<file path="config.mk">
export PLATFORM = sky130hd
export DESIGN_NAME = nrsh_mul
export DESIGN_NICKNAME = d
export VERILOG_FILES = /design/src/hw/rtl/nrsh_pkg.sv /design/src/hw/rtl/nrsh_mul.sv
export SDC_FILE = /design/constraint.sdc
export NUM_CORES = 2
export LEC_CHECK = 0
export BUFFER_PORTS_ARGS = -buffer_cell sky130_fd_sc_hd__buf_2
export CAP_MARGIN = 10
export CORE_ASPECT_RATIO = 2
export CORE_MARGIN = 2
export CORE_UTILIZATION = 70
export CTS_CLUSTER_DIAMETER = 50
export CTS_CLUSTER_SIZE = 8
export DETAILED_ROUTE_END_ITERATION = 10
export PLACE_DENSITY = 0.88
export SYNTH_ARGS = -nofsm -noshare
export SYNTH_HDL_FRONTEND = slang
export SYNTH_SLANG_ARGS = --single-unit
</file>
<file path="constraint.sdc">
create_clock -name clk -period 11.25 [get_ports clk]
set_input_delay 0.5625 -clock clk [delete_from_list [all_inputs] [get_ports clk]]
set_output_delay 0.5625 -clock clk [all_outputs]
set_load 0.02 [all_outputs]
</file>
<file path="src/hw/rtl/nrsh_pkg.sv">
// Package: payload types and fixed widths of the nearest ray segment hit core
`timescale 1ns / 1ps
package nrsh_pkg;
	localparam int unsigned CW = 16;       // coordinate width
	localparam int unsigned PW = 64;       // wrapped product width
	localparam int unsigned TW = 36;       // stored t width

	typedef struct packed {
		logic signed [CW-1:0] ray_start_x;
		logic signed [CW-1:0] ray_start_y;
		logic signed [CW-1:0] ray_end_x;
		logic signed [CW-1:0] ray_end_y;
		logic signed [CW-1:0] wall_a_x;
		logic signed [CW-1:0] wall_a_y;
		logic signed [CW-1:0] wall_b_x;
		logic signed [CW-1:0] wall_b_y;
		logic                 wall_present;
		logic                 is_last;
	} in_item_t;

	typedef struct packed {
		logic signed [CW-1:0] hit_x;
		logic signed [CW-1:0] hit_y;
	} out_item_t;

	// Divider control between sequencer and divider
	typedef struct packed {
		logic start;
		logic busy;
		logic done;
	} div_ctrl_t;
endpackage

</file>
<file path="src/hw/rtl/nrsh_mul.sv">
// Shared 32x37 signed multiplier with a registered product
`timescale 1ns / 1ps
module nrsh_mul
	import nrsh_pkg::*;
(
	input  logic                 clk,
	input  logic signed [31:0]   a,
	input  logic signed [TW:0]   b,
	output logic signed [PW-1:0] p
);
	always_ff @(posedge clk) begin
		p <= a * b;
	end
endmodule

</file>
## After elaboration in Yosys (flattened, before gate mapping)

Index checks and enable logic that the tools add are counted.

- Bits in latches: 0
- Output and inout port bits: 64
- Memory bits (read-only): 0
- Memories: 0
- Bits in writable memories: 0
- Bits of input ports: 70
- Register bits: 64
- Word-level logic and storage cells: 2

- Eq/ne operators: 0
- Divide/modulo/power cells: 0
- Shift operators: 0
- Multiply operators: 1
- Add/subtract/negate cells: 0
- Reduce and logical (&&, ||, !) cells: 0
- Bitwise operators: 0
- Muxes and demuxes: 0
- Order comparisons: 0

Operators by type and width:

| cell | count |
|---|---|
| 32-bit by 37-bit multiplier with 64-bit output | 1 |

## Depth between registers and ports, before layout

- Depth after elaboration: 1
- Depth in mapped cells: 28

## Worst setup path after synthesis

Ideal clock, no wire load.

- Path type: input port to flip-flop
- Start point: input port a[2]
- End point: register p[60]
- Data arrival time: 7590 ps
- Library setup time: 95 ps
- Path buffers: 3
- Stages: 26
- Setup slack: 3564 ps
- Path through: clkbuf_1 clkbuf_1 nand2_1 fa_1 fa_1 fa_1 fa_1 inv_1 fa_1 inv_1 fa_1 inv_1 fa_1 fa_1 ha_1 buf_6 a211oi_2 o211a_1 o311ai_2 or4_4 o2111ai_2 a21boi_2 o2111ai_2 a21boi_2 or2_1 o311ai_1

- Longest elaborated chain between the ends: 1

RTL lines:

| what | RTL line | text |
|---|---|---|
| start: declaration | nrsh_mul.sv:7 | `input logic signed [31:0] a,` |
| 32-bit by 37-bit multiplier with 64-bit output | nrsh_mul.sv:12 | `p <= a * b;` |
| end signal: assignment | nrsh_mul.sv:12 |  |
| end: declaration | nrsh_mul.sv:9 | `output logic signed [PW-1:0] p` |

No other way between the ends.

## Final worst setup path

- Start point: input port a[14]
- End point: register p[60]

The elaborated chain is that of the path after synthesis.

==> metrics.yaml <==
outcome: "completed"
yosysMostFrequentCell: "fa_1"
final_hold_viol_count: 0
std_cell_rows: 124
start_util: 0.706
grt_pass1_wl_um: 202000
boundaryPins: 134
root_buffer: "clkbuf_16"
seq_area_frac_synth: 0.0318
fin_crit_sh: 0.797
end_kind: "register"
overflow: 0
synthesis.nets: 5677
gp_congestion: 1.00
cts_resized: 0
grt_max_degree: 38
avgSynthCellArea_um2: 9.49
setup_viol: 0
synth_area_um2: 40300
post_cts_buffers: 0
tns_ns: 0
tightest_slew_ns: 1.16
remaining_drc_errors: 0
htree_levels: 3
ctsLongestPathBuffers: 2
synthCells: 4245
required_ns: 11.55
largest_register: "p"
min_path_type: "primary input to register"
ant_nets: 0
area_delta_synth_final_pct: 3.46
nets: 5630
yosys-top-cells-count: "fa_1 (1,174), inv_1 (1,021), nand2_1 (603), and2_1 (572), clkbuf_1 (227)"
wl_um: 130000
drive_above_1_share: 0.0514
worstSetupPathType: "primary input to register"
cts_tree: "yes"
seq_area_um2: 1280
drv_cap: 0
dr.first_iter.drc_count: 2850
synth_edf_count: 0
grt_usage: 0.470
cts_buffers: 9
vias: 31200
critical_path.startpoint_type: "primary input"
clock.fmax_mhz: 112
synth_flop_cell: "dfxtp_1"
viasPerCell: 6.28
arrival_ns: 9.27
reg_top3: "p (64)"
cts_hold_buf: 0
yosysTopAreaCellShare: 0.583
clk_pin_slew_ns: 0.08
relSlewSlack: 0.219
synth_cell_types: 68
async_flop_share: 0
grt_pass1_vias: 37000
die_h_um: 343
fp.coreArea_um2: 57100
antenna_found_initial: 15
finalCriticalPeriod_ns: 8.97
ys.warnings.count: 0
final_area_um2: 41700
die_x_um: 174
drv_slew: 0
cts_sinks: 64
placed_area_um2: 41400
io_buffers: 133
largest_register_ffs: 64
critPathMaxFanout: 38
first_pass_iters: 7
die-area_um2: 59600
synth_area_leaders: "fa_1 (58%), inv_1 (9.5%), and2_1 (8.9%)"
wire_per_inst_um: 26.1
rsz0062_at_grt: "false"
nFillCells: 4037
hpwl_um: 101000
multi_input_area_um2: 34300
synth-seq-cells: 64
synth_top_cell_by_area: "fa_1"
[layer usage]
layer	track usage	wire, µm	vias to the layer above
li1	-	-	11900
met1	0.421	32700	15300
met2	0.774	63900	2566
met3	0.166	14200	1392
met4	0.524	19100	10
met5	0.000801	79	-
[worst paths after layout]
check	from	end	slack, ns	cells past startpoint
worst min-delay path	b[0]	p[0]	0.80	2
worst max-delay path	a[14]	p[60]	2.28	23
[cells by family after synthesis]
group                    Yosys count  synth area share
AO/OA/AOI/OAI                    187            0.0314
XOR/XNOR                          79            0.0172
adder cells (fa/ha/maj)         1362             0.642
buffers and inverters           1259             0.117
flip-flops                        64            0.0318
multiplexers                       1          0.000279
AND/OR/NAND/NOR                 1293             0.160
[per-stage QoR]
step	utilization	cells	setup WS, ns	hold WS, ns
2_1_floorplan	-	4245	3.56	0.690
3_3_place_gp	0.724	4943	2.15	0.978
3_5_place_dp	0.724	4943	2.11	0.978
4_1_cts	0.730	4959	2.52	0.779
5_1_grt	0.730	4963	2.15	0.796
6_report	0.730	4972	2.28	0.805
[layout by cell type, fill, tap and decap left out, drive strengths merged, types with 13 or more instances in the layout]
master and instances:
ha 188, nand2 604, nor2 50, fa 1174
xor2 19, a21o 31, o21ai 34, dfxtp 64
xnor2 60, diode 13, inv 1023, a21oi 62
buf 179, and2 572
[worst max-delay path, cell delays in order]
cell and delay [ns]:
buf_2 0.84, and2_1 0.27, fa_1 0.43, fa_1 0.55, inv_1 0.06, fa_1 0.47
fa_1 0.51, inv_1 0.05, fa_1 0.57, fa_1 0.46, fa_1 0.52, fa_1 0.48
ha_1 0.46, and3_1 0.28, nand2_2 0.14, o311ai_2 0.83, or4_4 0.26, o2111ai_2 0.28
a21boi_2 0.37, o2111ai_2 0.25, a21boi_2 0.27, or2_1 0.20, o311ai_1 0.11
[final cells by class]
type / count / area share
Sequential cell: 64 / 0.0307
Clock inverter: 7 / 0.00186
Tap cell: 756 / 0.0227
Clock buffer: 9 / 0.00540
Inverter: 1022 / 0.0920
Multi-Input combinational cell: 2922 / 0.822
Antenna cell: 13 / 0.000780
Timing Repair Buffer: 179 / 0.0242
Power is left out: the tool's default activity adds up to more than one toggle a clock period on the data nets, which glitch-free logic cannot reach.
