===== src/hw/rtl/nrsh_pkg.sv =====
// Package: payload types and fixed widths of the nearest ray segment hit core
`timescale 1ns / 1ps
package nrsh_pkg;
	localparam int unsigned CW = 16;       // coordinate width
	localparam int unsigned PW = 64;       // wrapped product width
	localparam int unsigned TW = 36;       // stored t width

	typedef struct packed {
		logic signed [CW-1:0] ray_start_x;
		logic signed [CW-1:0] ray_start_y;
		logic signed [CW-1:0] ray_end_x;
		logic signed [CW-1:0] ray_end_y;
		logic signed [CW-1:0] wall_a_x;
		logic signed [CW-1:0] wall_a_y;
		logic signed [CW-1:0] wall_b_x;
		logic signed [CW-1:0] wall_b_y;
		logic                 wall_present;
		logic                 is_last;
	} in_item_t;

	typedef struct packed {
		logic signed [CW-1:0] hit_x;
		logic signed [CW-1:0] hit_y;
	} out_item_t;

	// Divider control between sequencer and divider
	typedef struct packed {
		logic start;
		logic busy;
		logic done;
	} div_ctrl_t;
endpackage


===== src/hw/rtl/nrsh_div.sv =====
// Signed restoring divider, one quotient bit per cycle, truncating toward zero
`timescale 1ns / 1ps
module nrsh_div
	import nrsh_pkg::*;
(
	input  logic                 clk,
	input  logic                 arst_n,
	input  logic                 start,
	input  logic signed [PW-1:0] num,
	input  logic signed [PW-1:0] dvs,
	output div_ctrl_t            ctrl,
	output logic signed [PW-1:0] quo
);
	localparam int unsigned CNTW = $clog2(PW + 1);

	logic [PW-1:0]   rem_q, quo_q, dvs_q;
	logic            neg_q, busy_q, done_q;
	logic [CNTW-1:0] cnt_q;
	logic [PW:0]     trial;
	logic [PW-1:0]   shifted;

	assign shifted = {rem_q[PW-2:0], quo_q[PW-1]};
	assign trial   = {1'b0, shifted} - {1'b0, dvs_q};

	always_ff @(posedge clk or negedge arst_n) begin
		if (!arst_n) begin
			busy_q <= 1'b0;
			done_q <= 1'b0;
			cnt_q  <= '0;
		end else begin
			done_q <= 1'b0;
			if (start) begin
				// hold magnitudes, remember sign of the quotient
				rem_q  <= '0;
				quo_q  <= num[PW-1] ? (~num + 1'b1) : num;
				dvs_q  <= dvs[PW-1] ? (~dvs + 1'b1) : dvs;
				neg_q  <= num[PW-1] ^ dvs[PW-1];
				cnt_q  <= CNTW'(PW);
				busy_q <= 1'b1;
			end else if (busy_q) begin
				if (!trial[PW]) begin
					rem_q <= trial[PW-1:0];
					quo_q <= {quo_q[PW-2:0], 1'b1};
				end else begin
					rem_q <= shifted;
					quo_q <= {quo_q[PW-2:0], 1'b0};
				end
				cnt_q <= cnt_q - 1'b1;
				if (cnt_q == CNTW'(1)) begin
					busy_q <= 1'b0;
					done_q <= 1'b1;
				end
			end
		end
	end

	assign quo        = neg_q ? $signed(~quo_q + 1'b1) : $signed(quo_q);
	assign ctrl.start = start;
	assign ctrl.busy  = busy_q;
	assign ctrl.done  = done_q;
endmodule


===== config.mk =====
export PLATFORM = sky130hd
export DESIGN_NAME = nrsh_div
export DESIGN_NICKNAME = d
export VERILOG_FILES = /design/src/hw/rtl/nrsh_pkg.sv /design/src/hw/rtl/nrsh_div.sv
export SDC_FILE = /design/constraint.sdc
export NUM_CORES = 1
export LEC_CHECK = 0
export BUFFER_PORTS_ARGS = -buffer_cell sky130_fd_sc_hd__buf_4
export CORE_MARGIN = 2
export CORE_UTILIZATION = 59
export DETAILED_ROUTE_END_ITERATION = 16
export PLACE_DENSITY = 0.81
export SYNTH_ARGS = -nofsm -noshare
export SYNTH_HDL_FRONTEND = slang
export SYNTH_SLANG_ARGS = --single-unit

===== constraint.sdc =====
create_clock -name clk -period 6.83 [get_ports clk]
set_input_delay 2.049 -clock clk [delete_from_list [all_inputs] [get_ports clk]]
set_output_delay 2.049 -clock clk [all_outputs]
set_load 0.05 [all_outputs]

Word-level counts from Yosys, hierarchy flattened
Cells that the tools add are included.
{"block": "classes", "n_shift": 0, "mux": 16, "n_div": 0, "n_mul": 0, "add_sub_neg": 5, "magnitude_cmp": 0, "n_eq_ne": 1, "reduce_logical": 3, "bitwise_logic": 4}
{"cell": "2-to-1 mux 64 bit", "n": 6}
{"cell": "adder 64 x 1 -> 64 bit (second input constant)", "n": 3}
{"cell": "inverter 64 bit", "n": 3}
{"cell": "subtractor 64 x 64 -> 65 bit", "n": 1}
{"cell": "2-to-1 mux 63 bit", "n": 1}
{"cell": "2-to-1 mux 7 bit", "n": 2}
{"cell": "equality test 7 x 1 -> 1 bit (second input constant)", "n": 1}
{"cell": "2-to-1 mux 1 bit", "n": 7}
{"cell": "subtractor 7 x 1 -> 7 bit (second input constant)", "n": 1}
{"cell": "AND reduction 2 bit", "n": 2}
{"cell": "nonzero test 2 bit", "n": 1}
{"cell": "bitwise XOR 1 bit", "n": 1}
{"block": "totals", "memories": 0, "wordCells": 37, "mem_bits_ro": 0, "out_inout_bits": 67, "register_bits": 202, "latchBits": 0, "ram_bits": 0}

Logic depth before layout (Yosys ltp)
{"block": "depth", "ltp_word": 4, "mapped_depth": 16, "mapped_depth_nobuf": 13}

Least setup slack after synthesis
OpenSTA, ideal clock, no wires.
{"block": "synth_path", "path_type": "reg2out", "startpoint": "register quo_q[11]", "endpoint": "output port quo[57]", "required_time_ns": 4.781, "path_stages_with_launch": 11, "n_path_buf": 0, "t_arrival_ns": 4.131, "setup_slack_ns": 0.650, "path_cell_list": "edfxtp_1 -> or4_4 -> or4_4 -> nand4bb_1 -> or3_4 -> or4_4 -> or4_4 -> nand2b_4 -> or3_4 -> o31ai_4 -> xnor2_1"}
{"block": "synth_via", "elab_chain_len": 3}
{"element": "from (decl)", "line_no": "nrsh_div.sv:16", "rtl": "logic [PW-1:0] rem_q, quo_q, dvs_q;"}
{"element": "from (signal assigned)", "line_no": "nrsh_div.sv:35", "rtl": "quo_q <= num[PW-1] ? (~num + 1'b1) : num;"}
{"element": "from (signal assigned)", "line_no": "nrsh_div.sv:43", "rtl": "quo_q <= {quo_q[PW-2:0], 1'b1};"}
{"element": "from (signal assigned)", "line_no": "nrsh_div.sv:46", "rtl": "quo_q <= {quo_q[PW-2:0], 1'b0};"}
{"element": "inverter 64 bit", "line_no": "nrsh_div.sv:57", "rtl": "assign quo = neg_q ? $signed(~quo_q + 1'b1) : $signed(quo_q);"}
{"element": "adder 64 x 1 -> 64 bit", "line_no": "nrsh_div.sv:57"}
{"element": "2-to-1 mux 64 bit", "line_no": "nrsh_div.sv:57"}
{"element": "to (decl)", "line_no": "nrsh_div.sv:12", "rtl": "output logic signed [PW-1:0] quo"}
No other way between the ends.

Final worst setup path
Ends and elaborated chain as after synthesis.

==> flow_summary.ini <==
[status]
status = finished clean

[cells_and_area]
drive_gt1_frac = 0.145
area_growth_pct = 15.5
final_nets = 2212
diodes = 0

[synth]
async_reset_ff_frac = 0.0448
yosys.area.top_type = edfxtp_1
synth.top_cell.area_share = 0.355
syn_avg_cell_area_um2 = 8.73
synth_ff_type = edfxtp_1
synth_commonest_cells = nand2_1 (221), nor2_1 (194), edfxtp_1 (192)
yosysSeqAreaShare = 0.369
syn-num-nets = 2063
yosys-top-cells-area = edfxtp_1 (35%), xnor2_1 (8.7%), ha_1 (5.3%)
synth_warnings = 0
synth_seq_cells = 201
syn-cell-area_um2 = 16300
synth_cell_type_count = 70
synth_edf_count = 192
yosysMostFrequentCell = nand2_1
syn_inst = 1862

[sta]
relSlewSlack = 0.167
setup_viol_count_final = 0
period_share = 0.983
fmax_ghz = 0.149
worst_pin_slew_ns = 1.23
finalHoldViolations = 0
skew_ns = 0.0223
fin_tns_setup_ns = 0
rsz0062_at_grt = no
period_needed_ns = 6.71
finalMaxSlewViolations = 0
hold_ws_ns = 0.527

[worst_setup_path]
cp_data_arrival_time_ns = 4.67
slowest_stage = or4_4
r2r_slack_ns = 1.73
path_depth = 11
required_ns = 4.78
critPathCapture = quo[57]
startpoint = quo_q[11]
reg2reg_to = rem_q[2]
crit_path_start_kind = register
crit_family = simple AND/OR/NAND/NOR gates
slowest_delay_ns = 0.56
path_common_cell = or4_4
r2r_start = quo_q[63]
critPathMaxFanout = 5
reg2reg_depth = 15
worstSetupPathType = register to primary output
path_buf_inv = 1
crit_path_end_kind = primary output
crit_chain = or4_4, or4_4, nand4bb_4, or3_4, or4_4, or4_4, nand2b_4, or3_4, o31ai_4, xnor2_1, buf_4

[drt]
dr.pass1.iters = 6
ant_nets = 0
wire_per_inst_um = 18.7
viasPerCell = 6.26
drc = 0
routed_wl_mm = 44.2
vias = 14800
drt_iter0_markers = 1396

[clock_tree]
clk_pin_slew_ns = 0.06
clock_sinks = 201
numCtsBuffers = 24
cts-root-buf = clkbuf_16
insertion_delay_ns = 0.53
cts-hold-fix-buffers = 0
cts_tree = built
htree_levels = 1
cts_buffer_depth = 3

[grt]
grt_overflow_total = 0
first_global_vias = 14100
grt_start_max_net_pins = 87
grt_usage = 0.300
antenna_found_initial = 0
grt_pass1_wl_mm = 70.1

[floorplan]
fp.dieH_um = 170
dieArea_um2 = 28900
rows = 60
start_util = 0.601
ios = 198
core_um2 = 27000
die_w_um = 170

[flow_run]
drv_cap = 0

[place]
portBuffers = 197
gp_congestion = 0.976
dp_hpwl_mm = 33.2

[power]
p_leak_nw = 7.30
powerDensity_nw_per_um2 = 250
vdd_ir_drop_max_v = 0.000166

[hold_path]
hold_class = register to register
## final cells by class
cell class / instances / area, um2
fill: 2120 / 8250
inverter: 85 / 319
clock buffer: 33 / 686
sequential: 201 / 5990
tap: 341 / 427
multi-input combinational: 1483 / 9620
timing repair buffer: 216 / 1630
clock inverter: 11 / 101
## worst min-delay path by stage
stage	start	to	slack [ns]	cells past startpoint
4_1_cts	cnt_q[6]	cnt_q[6]	0.53	2
2_1_floorplan	cnt_q[6]	cnt_q[6]	0.48	2
3_5_place_dp	cnt_q[6]	cnt_q[6]	0.51	2
5_1_grt	cnt_q[6]	cnt_q[6]	0.55	2
3_3_place_gp	cnt_q[6]	cnt_q[6]	0.50	2
6_report	cnt_q[6]	cnt_q[6]	0.53	2
## tightest hold or removal path, delay by kind of cell (launching register included)
family / cells / cell delay [ns]
XOR/XNOR: 1 / 0.07
AND/OR/NAND/NOR: 1 / 0.06
flip-flops: 1 / 0.36
## flip-flops by register name (all words and copies together), names as in the netlist
| signal | cells |
|---|---|
| busy_q | 1 |
| cnt_q | 7 |
| done_q | 1 |
| dvs_q | 64 |
| neg_q | 1 |
| quo_q | 64 |
| rem_q | 63 |
## cell families (layout without fill, tap and decap cells)
group	Yosys count	in the layout	synth area share
flops	201	201	0.369
buf+inv	178	345	0.0420
compound gates	501	501	0.203
mux	12	12	0.00801
fa+ha+maj	70	70	0.0544
simple gates	653	653	0.190
xor+xnor	247	247	0.133
## report_power, final
| part | internal [mW] | switching [mW] |
|---|---|---|
| combinational | 0.663 | 1.10 |
| sequential | 1.54 | 0.128 |
| clock | 0.744 | 0.517 |
| total | 2.94 | 1.74 |
## per-stage QoR
step	util	area (um2)	cells	worst slack [ns]	total power [mW]
6_report	0.695	18800	2370	0.115	4.68
3_5_place_dp	0.663	17900	2319	0.483	3.41
3_3_place_gp	0.663	17900	2319	0.554	3.37
5_1_grt	0.695	18800	2370	0.000693	4.91
2_1_floorplan	-	16300	1862	0.650	2.92
4_1_cts	0.693	18700	2366	0.00123	4.68
## timing repair
item	CTS	global route
pin swaps	0	1
setup endpoints to repair	2	2
buffers inserted	3	4
gates resized for setup	2	0
## per-layer routing
metal  track usage  vias up  wire (um)
met4         0.115        0       1600
li1              -     7145          -
met2         0.501      634      20400
met3        0.0416      111       3310
met1         0.398     6957      19000
met5             0        -          0
## layout by cell type (no fill, tap or decap), types with 5 or more instances in the layout
master | synthesis | final
edfxtp_1 | 192 | 192
o41ai_1 | 33 | 33
a211oi_1 | 11 | 11
or4_1 | 32 | 32
nor2_1 | 194 | 193
ha_1 | 69 | 69
mux2_2 | 8 | 8
xor2_1 | 86 | 86
o21ai_0 | 116 | 116
or2_2 | 12 | 12
dfrtp_1 | 9 | 8
clkbuf_16 | 0 | 25
nor3_1 | 27 | 27
and4_1 | 5 | 5
a311oi_1 | 49 | 49
a21o_1 | 33 | 33
xnor2_1 | 161 | 161
nand4_1 | 19 | 19
clkbuf_1 | 78 | 5
a21oi_1 | 135 | 135
a41o_1 | 5 | 5
inv_1 | 85 | 85
and2_1 | 7 | 6
nand3_1 | 31 | 31
nor4_1 | 15 | 15
o31ai_1 | 53 | 53
o21bai_1 | 11 | 11
o21a_1 | 10 | 10
or3_1 | 35 | 35
and3_1 | 7 | 7
a31oi_1 | 9 | 9
buf_4 | 4 | 215
nand2b_1 | 16 | 16
a21boi_0 | 5 | 5
nor3b_1 | 6 | 6
nand2_1 | 221 | 221
nor2b_1 | 10 | 9
No activity file was read; power rests on OpenSTA's default activity.
